## src/sv/dxt_pkg.sv

```systemverilog
`default_nettype none

package dxt_pkg;

    // format register codes, bit 1 alone selects interpolated alpha
    localparam logic [1:0] FMT_DXT1 = 2'd0;
    localparam logic [1:0] FMT_DXT3 = 2'd1;
    localparam logic [1:0] FMT_DXT5 = 2'd2;

    localparam int TEXELS = 16;

    // reciprocal constants for truncating division by 3, 5 and 7
    localparam logic [10:0] DIV3_MUL   = 11'd683;
    localparam int          DIV3_SHIFT = 11;
    localparam logic [10:0] DIV5_MUL   = 11'd1639;
    localparam int          DIV5_SHIFT = 13;
    localparam logic [11:0] DIV7_MUL   = 12'd2341;
    localparam int          DIV7_SHIFT = 14;

    typedef struct packed {
        logic [63:0] color_block;
        logic [63:0] alpha_block;
    } dxt_in_t;

    typedef struct packed {
        logic [3:0] texel_index;
        logic [7:0] red;
        logic [7:0] green;
        logic [7:0] blue;
        logic [7:0] alpha;
        logic       last;
    } dxt_out_t;

    typedef struct packed {
        logic [7:0] red;
        logic [7:0] green;
        logic [7:0] blue;
    } rgb_t;

    // everything the texel stage needs for one block
    typedef struct packed {
        rgb_t [3:0]      col;
        logic            col3_clear;
        logic [7:0][7:0] apal;
        logic [31:0]     cidx;
        logic [63:0]     ablk;
        logic            dxt5;
        logic            dxt3;
    } blk_t;

    function automatic logic [31:0][7:0] exp5_lut();
        logic [31:0][7:0] t;
        for (int i = 0; i < 32; i++) begin
            t[i] = 8'((i * 255) / 31);
        end
        return t;
    endfunction

    function automatic logic [63:0][7:0] exp6_lut();
        logic [63:0][7:0] t;
        for (int i = 0; i < 64; i++) begin
            t[i] = 8'((i * 255) / 63);
        end
        return t;
    endfunction

    localparam logic [31:0][7:0] EXP5_LUT = exp5_lut();
    localparam logic [63:0][7:0] EXP6_LUT = exp6_lut();

    // n <= 765
    function automatic logic [7:0] div3(input logic [9:0] n);
        logic [20:0] p;
        p = 21'(n) * 21'(DIV3_MUL);
        return p[DIV3_SHIFT +: 8];
    endfunction

    // n <= 1275
    function automatic logic [7:0] div5(input logic [10:0] n);
        logic [21:0] p;
        p = 22'(n) * 22'(DIV5_MUL);
        return p[DIV5_SHIFT +: 8];
    endfunction

    // n <= 1785
    function automatic logic [7:0] div7(input logic [10:0] n);
        logic [22:0] p;
        p = 23'(n) * 23'(DIV7_MUL);
        return p[DIV7_SHIFT +: 8];
    endfunction

endpackage

`default_nettype wire

```

## src/sv/dxt_color_pal.sv

```systemverilog
`default_nettype none

module dxt_color_pal
    import dxt_pkg::*;
(
    input  wire logic [31:0] endpoints,
    input  wire logic        punch,
    output rgb_t [3:0]       col,
    output logic             col3_clear
);

    logic [15:0]      c0;
    logic [15:0]      c1;
    logic [2:0][7:0]  e0;
    logic [2:0][7:0]  e1;
    logic [2:0][7:0]  p2;
    logic [2:0][7:0]  p3;
    logic [8:0]       sum_mid;
    logic [9:0]       sum_a;
    logic [9:0]       sum_b;

    assign c0 = endpoints[15:0];
    assign c1 = endpoints[31:16];

    // channel 2 red, 1 green, 0 blue
    assign e0[2] = EXP5_LUT[c0[15:11]];
    assign e0[1] = EXP6_LUT[c0[10:5]];
    assign e0[0] = EXP5_LUT[c0[4:0]];
    assign e1[2] = EXP5_LUT[c1[15:11]];
    assign e1[1] = EXP6_LUT[c1[10:5]];
    assign e1[0] = EXP5_LUT[c1[4:0]];

    assign col3_clear = punch && (c0 <= c1);

    always_comb begin
        sum_mid = '0;
        sum_a   = '0;
        sum_b   = '0;
        for (int ch = 0; ch < 3; ch++) begin
            sum_mid = 9'(e0[ch]) + 9'(e1[ch]);
            sum_a   = {1'b0, e0[ch], 1'b0} + 10'(e1[ch]);
            sum_b   = 10'(e0[ch]) + {1'b0, e1[ch], 1'b0};
            if (col3_clear) begin
                p2[ch] = sum_mid[8:1];
                p3[ch] = '0;
            end else begin
                p2[ch] = div3(sum_a);
                p3[ch] = div3(sum_b);
            end
        end
    end

    assign col[0] = '{red: e0[2], green: e0[1], blue: e0[0]};
    assign col[1] = '{red: e1[2], green: e1[1], blue: e1[0]};
    assign col[2] = '{red: p2[2], green: p2[1], blue: p2[0]};
    assign col[3] = '{red: p3[2], green: p3[1], blue: p3[0]};

endmodule

`default_nettype wire

```

## src/sv/dxt_alpha_pal.sv

```systemverilog
`default_nettype none

module dxt_alpha_pal
    import dxt_pkg::*;
(
    input  wire logic [15:0] endpoints,
    output logic [7:0][7:0]  apal
);

    logic [7:0]  a0;
    logic [7:0]  a1;
    logic [10:0] s7;
    logic [10:0] s5;

    assign a0 = endpoints[7:0];
    assign a1 = endpoints[15:8];

    always_comb begin
        s7 = '0;
        s5 = '0;
        apal[0] = a0;
        apal[1] = a1;
        for (int k = 2; k < 8; k++) begin
            s7 = 11'(3'(8 - k) * a0) + 11'(3'(k - 1) * a1);
            if (a0 > a1) begin
                apal[k] = div7(s7);
            end else if (k < 6) begin
                s5 = 11'(3'(6 - k) * a0) + 11'(3'(k - 1) * a1);
                apal[k] = div5(s5);
            end else if (k == 6) begin
                apal[k] = 8'd0;
            end else begin
                apal[k] = 8'd255;
            end
        end
    end

endmodule

`default_nettype wire

```

## src/sv/dxt_texel_sel.sv

```systemverilog
`default_nettype none

module dxt_texel_sel
    import dxt_pkg::*;
(
    input  wire blk_t        blk,
    input  wire logic [3:0]  cnt,
    output dxt_out_t         texel
);

    logic [1:0] ci;
    logic [3:0] nib;
    logic [5:0] abit;
    logic [2:0] aidx;
    rgb_t       c;
    logic [7:0] a;

    assign ci   = blk.cidx[{cnt, 1'b0} +: 2];
    assign nib  = blk.ablk[{cnt, 2'b00} +: 4];
    assign abit = 6'd16 + 6'(cnt) * 6'd3;
    assign aidx = blk.ablk[abit +: 3];
    assign c    = blk.col[ci];

    always_comb begin
        if (blk.dxt5) begin
            a = blk.apal[aidx];
        end else if (blk.dxt3) begin
            a = {nib, nib};
        end else if (ci == 2'd3 && blk.col3_clear) begin
            a = 8'd0;
        end else begin
            a = 8'd255;
        end
    end

    assign texel = '{
        texel_index: cnt,
        red:         c.red,
        green:       c.green,
        blue:        c.blue,
        alpha:       a,
        last:        (cnt == 4'(TEXELS - 1))
    };

endmodule

`default_nettype wire

```

## src/sv/dxt_texture_block_decoder.sv

```systemverilog
// dxt texture block decoder: one compressed 4x4 block in, sixteen texels out
//
// input channel (s_): one word per block, colour half and alpha half of a
//   DXT1/DXT3/DXT5 block; the alpha half is ignored for DXT1
// result channel (m_): one word per texel in raster order, with its index
//   and a last flag on texel 15
// cfg_we/cfg_wdata: block format, 0 DXT1 with punch-through, 1 DXT3,
//   2 or 3 DXT5; write it only while no block is in flight
//
// latency: the first texel shows on m_ two cycles after the block is taken,
//   the last one seventeen cycles after, with no stall on the result side
// throughput: sixteen cycles per block, one texel per cycle, set by the
//   single texel output register; the next block is held in the input
//   register and its palette is built in the cycle the last texel leaves
// stalls: with m_ready low the current texel holds on m_data and the texel
//   counter waits; the input register still takes one more block
// reset: clears all valid flags and the texel counter and returns the
//   format to DXT1; payload registers keep whatever they hold

`default_nettype none

module dxt_texture_block_decoder
    import dxt_pkg::*;
(
    input  wire logic       aclk,
    input  wire logic       aresetn,

    input  wire logic       s_valid,
    output logic            s_ready,
    input  wire dxt_in_t    s_data,

    output logic            m_valid,
    input  wire logic       m_ready,
    output dxt_out_t        m_data,

    input  wire logic       cfg_we,
    input  wire logic [1:0] cfg_wdata
);

    // format register
    logic [1:0] fmt_reg;

    // input register, one block word
    logic       in_valid_reg;
    dxt_in_t    in_reg;

    // palette register and texel counter
    logic       pal_valid_reg;
    blk_t       pal_reg;
    blk_t       pal_next;
    logic [3:0] cnt_reg;

    // result register
    logic       m_valid_reg;
    dxt_out_t   m_data_reg;
    dxt_out_t   texel;

    logic       move;
    logic       load_pal;
    logic       in_take;

    // a texel moves into the result register when it is empty or being drained
    assign move     = pal_valid_reg && (!m_valid_reg || m_ready);
    // the palette register frees up as its last texel moves out
    assign load_pal = in_valid_reg
                      && (!pal_valid_reg || (move && cnt_reg == 4'(TEXELS - 1)));
    assign s_ready  = !in_valid_reg || load_pal;
    assign in_take  = s_valid && s_ready;

    // palette build from the input register
    dxt_color_pal u_color_pal (
        .endpoints  (in_reg.color_block[31:0]),
        .punch      (fmt_reg == FMT_DXT1),
        .col        (pal_next.col),
        .col3_clear (pal_next.col3_clear)
    );

    dxt_alpha_pal u_alpha_pal (
        .endpoints (in_reg.alpha_block[15:0]),
        .apal      (pal_next.apal)
    );

    assign pal_next.cidx = in_reg.color_block[63:32];
    assign pal_next.ablk = in_reg.alpha_block;
    assign pal_next.dxt5 = fmt_reg[1];
    assign pal_next.dxt3 = (fmt_reg == FMT_DXT3);

    // per texel selection
    dxt_texel_sel u_texel_sel (
        .blk   (pal_reg),
        .cnt   (cnt_reg),
        .texel (texel)
    );

    always_ff @(posedge aclk) begin
        if (!aresetn) begin
            fmt_reg       <= FMT_DXT1;
            in_valid_reg  <= 1'b0;
            pal_valid_reg <= 1'b0;
            cnt_reg       <= '0;
            m_valid_reg   <= 1'b0;
        end else begin
            if (cfg_we) begin
                fmt_reg <= cfg_wdata;
            end

            if (in_take) begin
                in_valid_reg <= 1'b1;
            end else if (load_pal) begin
                in_valid_reg <= 1'b0;
            end

            if (load_pal) begin
                pal_valid_reg <= 1'b1;
            end else if (move && cnt_reg == 4'(TEXELS - 1)) begin
                pal_valid_reg <= 1'b0;
            end

            // wraps to zero after the last texel
            if (move) begin
                cnt_reg <= cnt_reg + 4'd1;
            end

            if (move) begin
                m_valid_reg <= 1'b1;
            end else if (m_ready) begin
                m_valid_reg <= 1'b0;
            end
        end
    end

    // payload registers
    always_ff @(posedge aclk) begin
        if (in_take) begin
            in_reg <= s_data;
        end
        if (load_pal) begin
            pal_reg <= pal_next;
        end
        if (move) begin
            m_data_reg <= texel;
        end
    end

    assign m_valid = m_valid_reg;
    assign m_data  = m_data_reg;

    // texels of one block leave in order
    a_texel_order: assert property (@(posedge aclk) disable iff (!aresetn)
        (m_valid && m_ready && !m_data.last)
        |=> (!m_valid || m_data.texel_index == $past(m_data.texel_index) + 4'd1))
        else $error("texel index out of order");

    // a new block starts at texel zero
    a_block_start: assert property (@(posedge aclk) disable iff (!aresetn)
        (m_valid && m_ready && m_data.last)
        |=> (!m_valid || m_data.texel_index == 4'd0))
        else $error("block did not start at texel zero");

    // counter rests at zero between blocks
    a_cnt_idle: assert property (@(posedge aclk) disable iff (!aresetn)
        !pal_valid_reg |-> cnt_reg == 4'd0)
        else $error("texel counter not at zero while idle");

    // the palette register is only overwritten once its last texel has gone
    a_no_overwrite: assert property (@(posedge aclk) disable iff (!aresetn)
        (load_pal && pal_valid_reg) |-> (move && cnt_reg == 4'(TEXELS - 1)))
        else $error("palette overwritten mid block");

endmodule

`default_nettype wire
```

## config.mk

```make
export PLATFORM = sky130hd
export DESIGN_NAME = dxt_texture_block_decoder
export DESIGN_NICKNAME = d
export VERILOG_FILES = /design/src/sv/dxt_pkg.sv /design/src/sv/dxt_color_pal.sv /design/src/sv/dxt_alpha_pal.sv /design/src/sv/dxt_texel_sel.sv /design/src/sv/dxt_texture_block_decoder.sv
export SDC_FILE = /design/constraint.sdc
export NUM_CORES = 2
export LEC_CHECK = 0
export ABC_CLOCK_PERIOD_IN_PS = 18100
export BUFFER_PORTS_ARGS = -buffer_cell sky130_fd_sc_hd__buf_2
export CAP_MARGIN = 25
export CORE_MARGIN = 2
export CORE_UTILIZATION = 35
export DETAILED_ROUTE_END_ITERATION = 10
export PLACE_DENSITY = 0.61
export SETUP_SLACK_MARGIN = 0.3
export SLEW_MARGIN = 15
export SYNTH_ARGS = -nofsm -noshare
export SYNTH_HDL_FRONTEND = slang
export SYNTH_SLANG_ARGS = --single-unit
```

## constraint.sdc

```tcl
create_clock -name aclk -period 18.1 [get_ports aclk]
set_input_delay 0.905 -clock aclk [delete_from_list [all_inputs] [get_ports aclk]]
set_output_delay 0.905 -clock aclk [all_outputs]
set_load 0.005 [all_outputs]
```

==> key figures <==
Run status
  – Status: finished clean

Route
  – Routed len/inst: between 15 and 20 um
  – Vias after detailed routing: about 33000
  – Drc violations: 0
  – Final ANT Viol Nets: 0
  – Drt initial violations: between 1500 and 2000
  – Via/cell ratio: 5.09
  – First-pass iteration count of the detailed router: 5
  – Final WL: ~120000 um

Job
  – Max Cap Viol: 0

Die
  – Initial Utilization: around a third
  – Row cnt: 139
  – Die Ht: about 390 um
  – Core Area: about 140000 um^2
  – Full die area: between 100000 and 150000 um^2
  – # IOs: around 170
  – Horiz. Die Dim: 385 um

Logic synthesis
  – Most common cell in the netlist: ha_1
  – Syn Inst Count: between 4000 and 5000
  – Register bit count reported by yosys: between 400 and 500
  – Synth async-reset ratio: 0%
  – Synth Warn #: 0
  – Post-synth EDFFs: ~410
  – Most used DFF post-synth: edfxtp_1
  – Post-synth top area share: 28.8%
  – Number of library cell types mapped by synthesis: 75
  – Synth top area cells: ha_1 29%, edfxtp_1 24%, fa_1 15%, inv_1 5.0%, mux4_2 4.4%
  – Synth area leader: ha_1
  – Cell area after synthesis: a little over 50000 um^2
  – Syn avg cell area: 11.6 um^2
  – Post-Syn Nets: 6094
  – Register area share after synthesis: a little over a quarter
  – Commonest cells in the netlist: 1171 x ha_1, 681 x inv_1, 408 x edfxtp_1

Timing
  – Setup TNS: 0 ps
  – Tmin final: roughly 8300 ps
  – Unrepaired setup endpoints after global routing: no
  – Tcrit/Tclk final: a little under half
  – Fin. max-slew vios: 0
  – Hold WS: around 410 ps
  – Max frequency: around 120 MHz
  – Final setup violation count: 0
  – Skew final: roughly 29 ps
  – Worst Max-Slew Pin Slew: slightly above 1000 ps
  – Rel. slew slack: 32.6%
  – Final Hold Viols: 0
  – Setup ws final: 9780 ps

Clocking
  – H-tree levels: 2
  – Clock Tree Buf Depth: 3
  – TritonCTS clock tree: built
  – Root Buffer: clkbuf_16
  – Clk sink count: around 470
  – Total CTS buffers: 52
  – Latest clock arrival within the worst-skew pair: roughly 650 ps
  – CTS Hold Bufs: 0
  – Clock-pin slew on the worst setup and hold paths: roughly 60 ps
  – Cts repair resizes: 0
  – Post-CTS setup buffers: 0

GRT
  – Largest net degree at the start of global routing: between 80 and 90
  – Vias in the first global route: 34506
  – Initial antenna violation count: 4
  – GRT overflow: 0
  – First-pass GRT wire length: ~190000 um
  – Gr usage total: around 16%

Finish
  – Max reg flops: approximately 240
  – Final nets: 6293
  – Finished Core Util: slightly below 40%
  – Layout cell share with drive strength beyond 1: a little under a tenth
  – Area Growth Syn to Fin: 9.78%

Placement
  – PortBufs: around 170
  – Placer Congestion: ~0.90
  – Worst slack, placed: 9880 ps
  – Hpwl dp: approximately 98000 um

Critical path
  – Critical Path AT: between 8000 and 9000 ps
  – Crit path max fanout: 13
  – CP Capture Type: flip-flop
  – CP required: between 15000 and 20000 ps
  – Critical path type: flip-flop to flip-flop
  – Worst setup SP type: flip-flop

Worst hold path
  – Worst min path class: flip-flop to flip-flop
layout by cell type, fill, tap and decap left out, types with 10 or more instances in the layout:
cell type	count
a31o_2	12
nor2_1	153
nand4_1	16
o211ai_1	16
fa_1	386
o21ai_0	95
buf_2	173
buf_4	25
and3_1	11
a31oi_1	22
mux2_2	20
nand3_1	49
a211o_1	12
or3_1	16
nand2b_1	18
mux4_2	100
a21oi_1	222
nor3_1	49
a21o_1	64
edfxtp_1	408
mux2i_1	59
xor2_1	86
a211oi_1	19
nor2b_1	42
inv_1	680
o21a_1	29
o21ai_1	10
nand2_1	135
xnor2_1	199
dfxtp_1	56
ha_1	1171
clkbuf_16	55
o21bai_1	54
and2_1	16
through the flow:
step                area (um^2)  cells
CTS                       55800   6546
global placement          54100   6449
floorplan                 50900   4402
finish                    55900   6549
detailed placement        54100   6449
global route              55800   6547
routing by layer:
metal  track usage, %  part of all wire [%]  routed length, um  vias up
met5            0.780                  0.14                169        -
met4             3.30                   1.9               2250        4
met3             2.46                   5.6               6750      137
met2             26.9                    46              55900      716
met1             22.6                    46              55400    16435
li1                 -                     -                  -    16042
final timing paths:
path	slack, ps	startpoint	end	depth (start not counted)
max reg2reg	9780	in_reg[3]	pal_reg[129]	26
max	9780	in_reg[3]	pal_reg[129]	26
min reg2reg	410	in_reg[98]	pal_reg[68]	0
min	410	in_reg[98]	pal_reg[68]	0
worst max-delay path, cell delays in order (launching register included):
cell and delay [ps]:
edfxtp_1 870, ha_1 380, fa_1 510, inv_1 60, fa_1 390, inv_1 70, a21oi_1 50, o21bai_1 210
a21oi_1 100, o21bai_1 190, xor2_1 360, ha_1 260, fa_1 400, inv_1 90, fa_1 440, fa_1 490
inv_1 40, ha_1 270, ha_1 300, and4_1 190, a211o_1 310, a2111oi_0 710, o311ai_0 420, o41ai_1 500
o21bai_1 140, xnor3_1 210, mux2i_1 60
logic make-up (layout without fill, tap and decap cells):
family | count (synthesis) | after routing | synth area share, %
flip-flops | 465 | 465 | 26.3
other | 0 | 2 | 0
XOR/XNOR | 286 | 286 | 4.95
AO/OA/AOI/OAI | 640 | 640 | 8.09
buffers and inverters | 736 | 978 | 5.56
AND/OR/NAND/NOR | 539 | 539 | 5.06
adder cells (fa/ha/maj) | 1557 | 1557 | 44.0
multiplexers | 179 | 179 | 6.03
cell type report:
| type | count | area, um^2 |
|---|---|---|
| fill | 13881 | 88200 |
| multi-input combinational | 3201 | 34700 |
| sequential | 465 | 13400 |
| inverter | 682 | 2560 |
| tap | 1903 | 2380 |
| clock buffer | 67 | 1450 |
| timing repair buffer | 199 | 1080 |
| clock inverter | 30 | 282 |
| antenna | 2 | 5.00 |
Power is not shown: default switching activity piles up to over one toggle a cycle in this logic, so the estimate is an artifact.
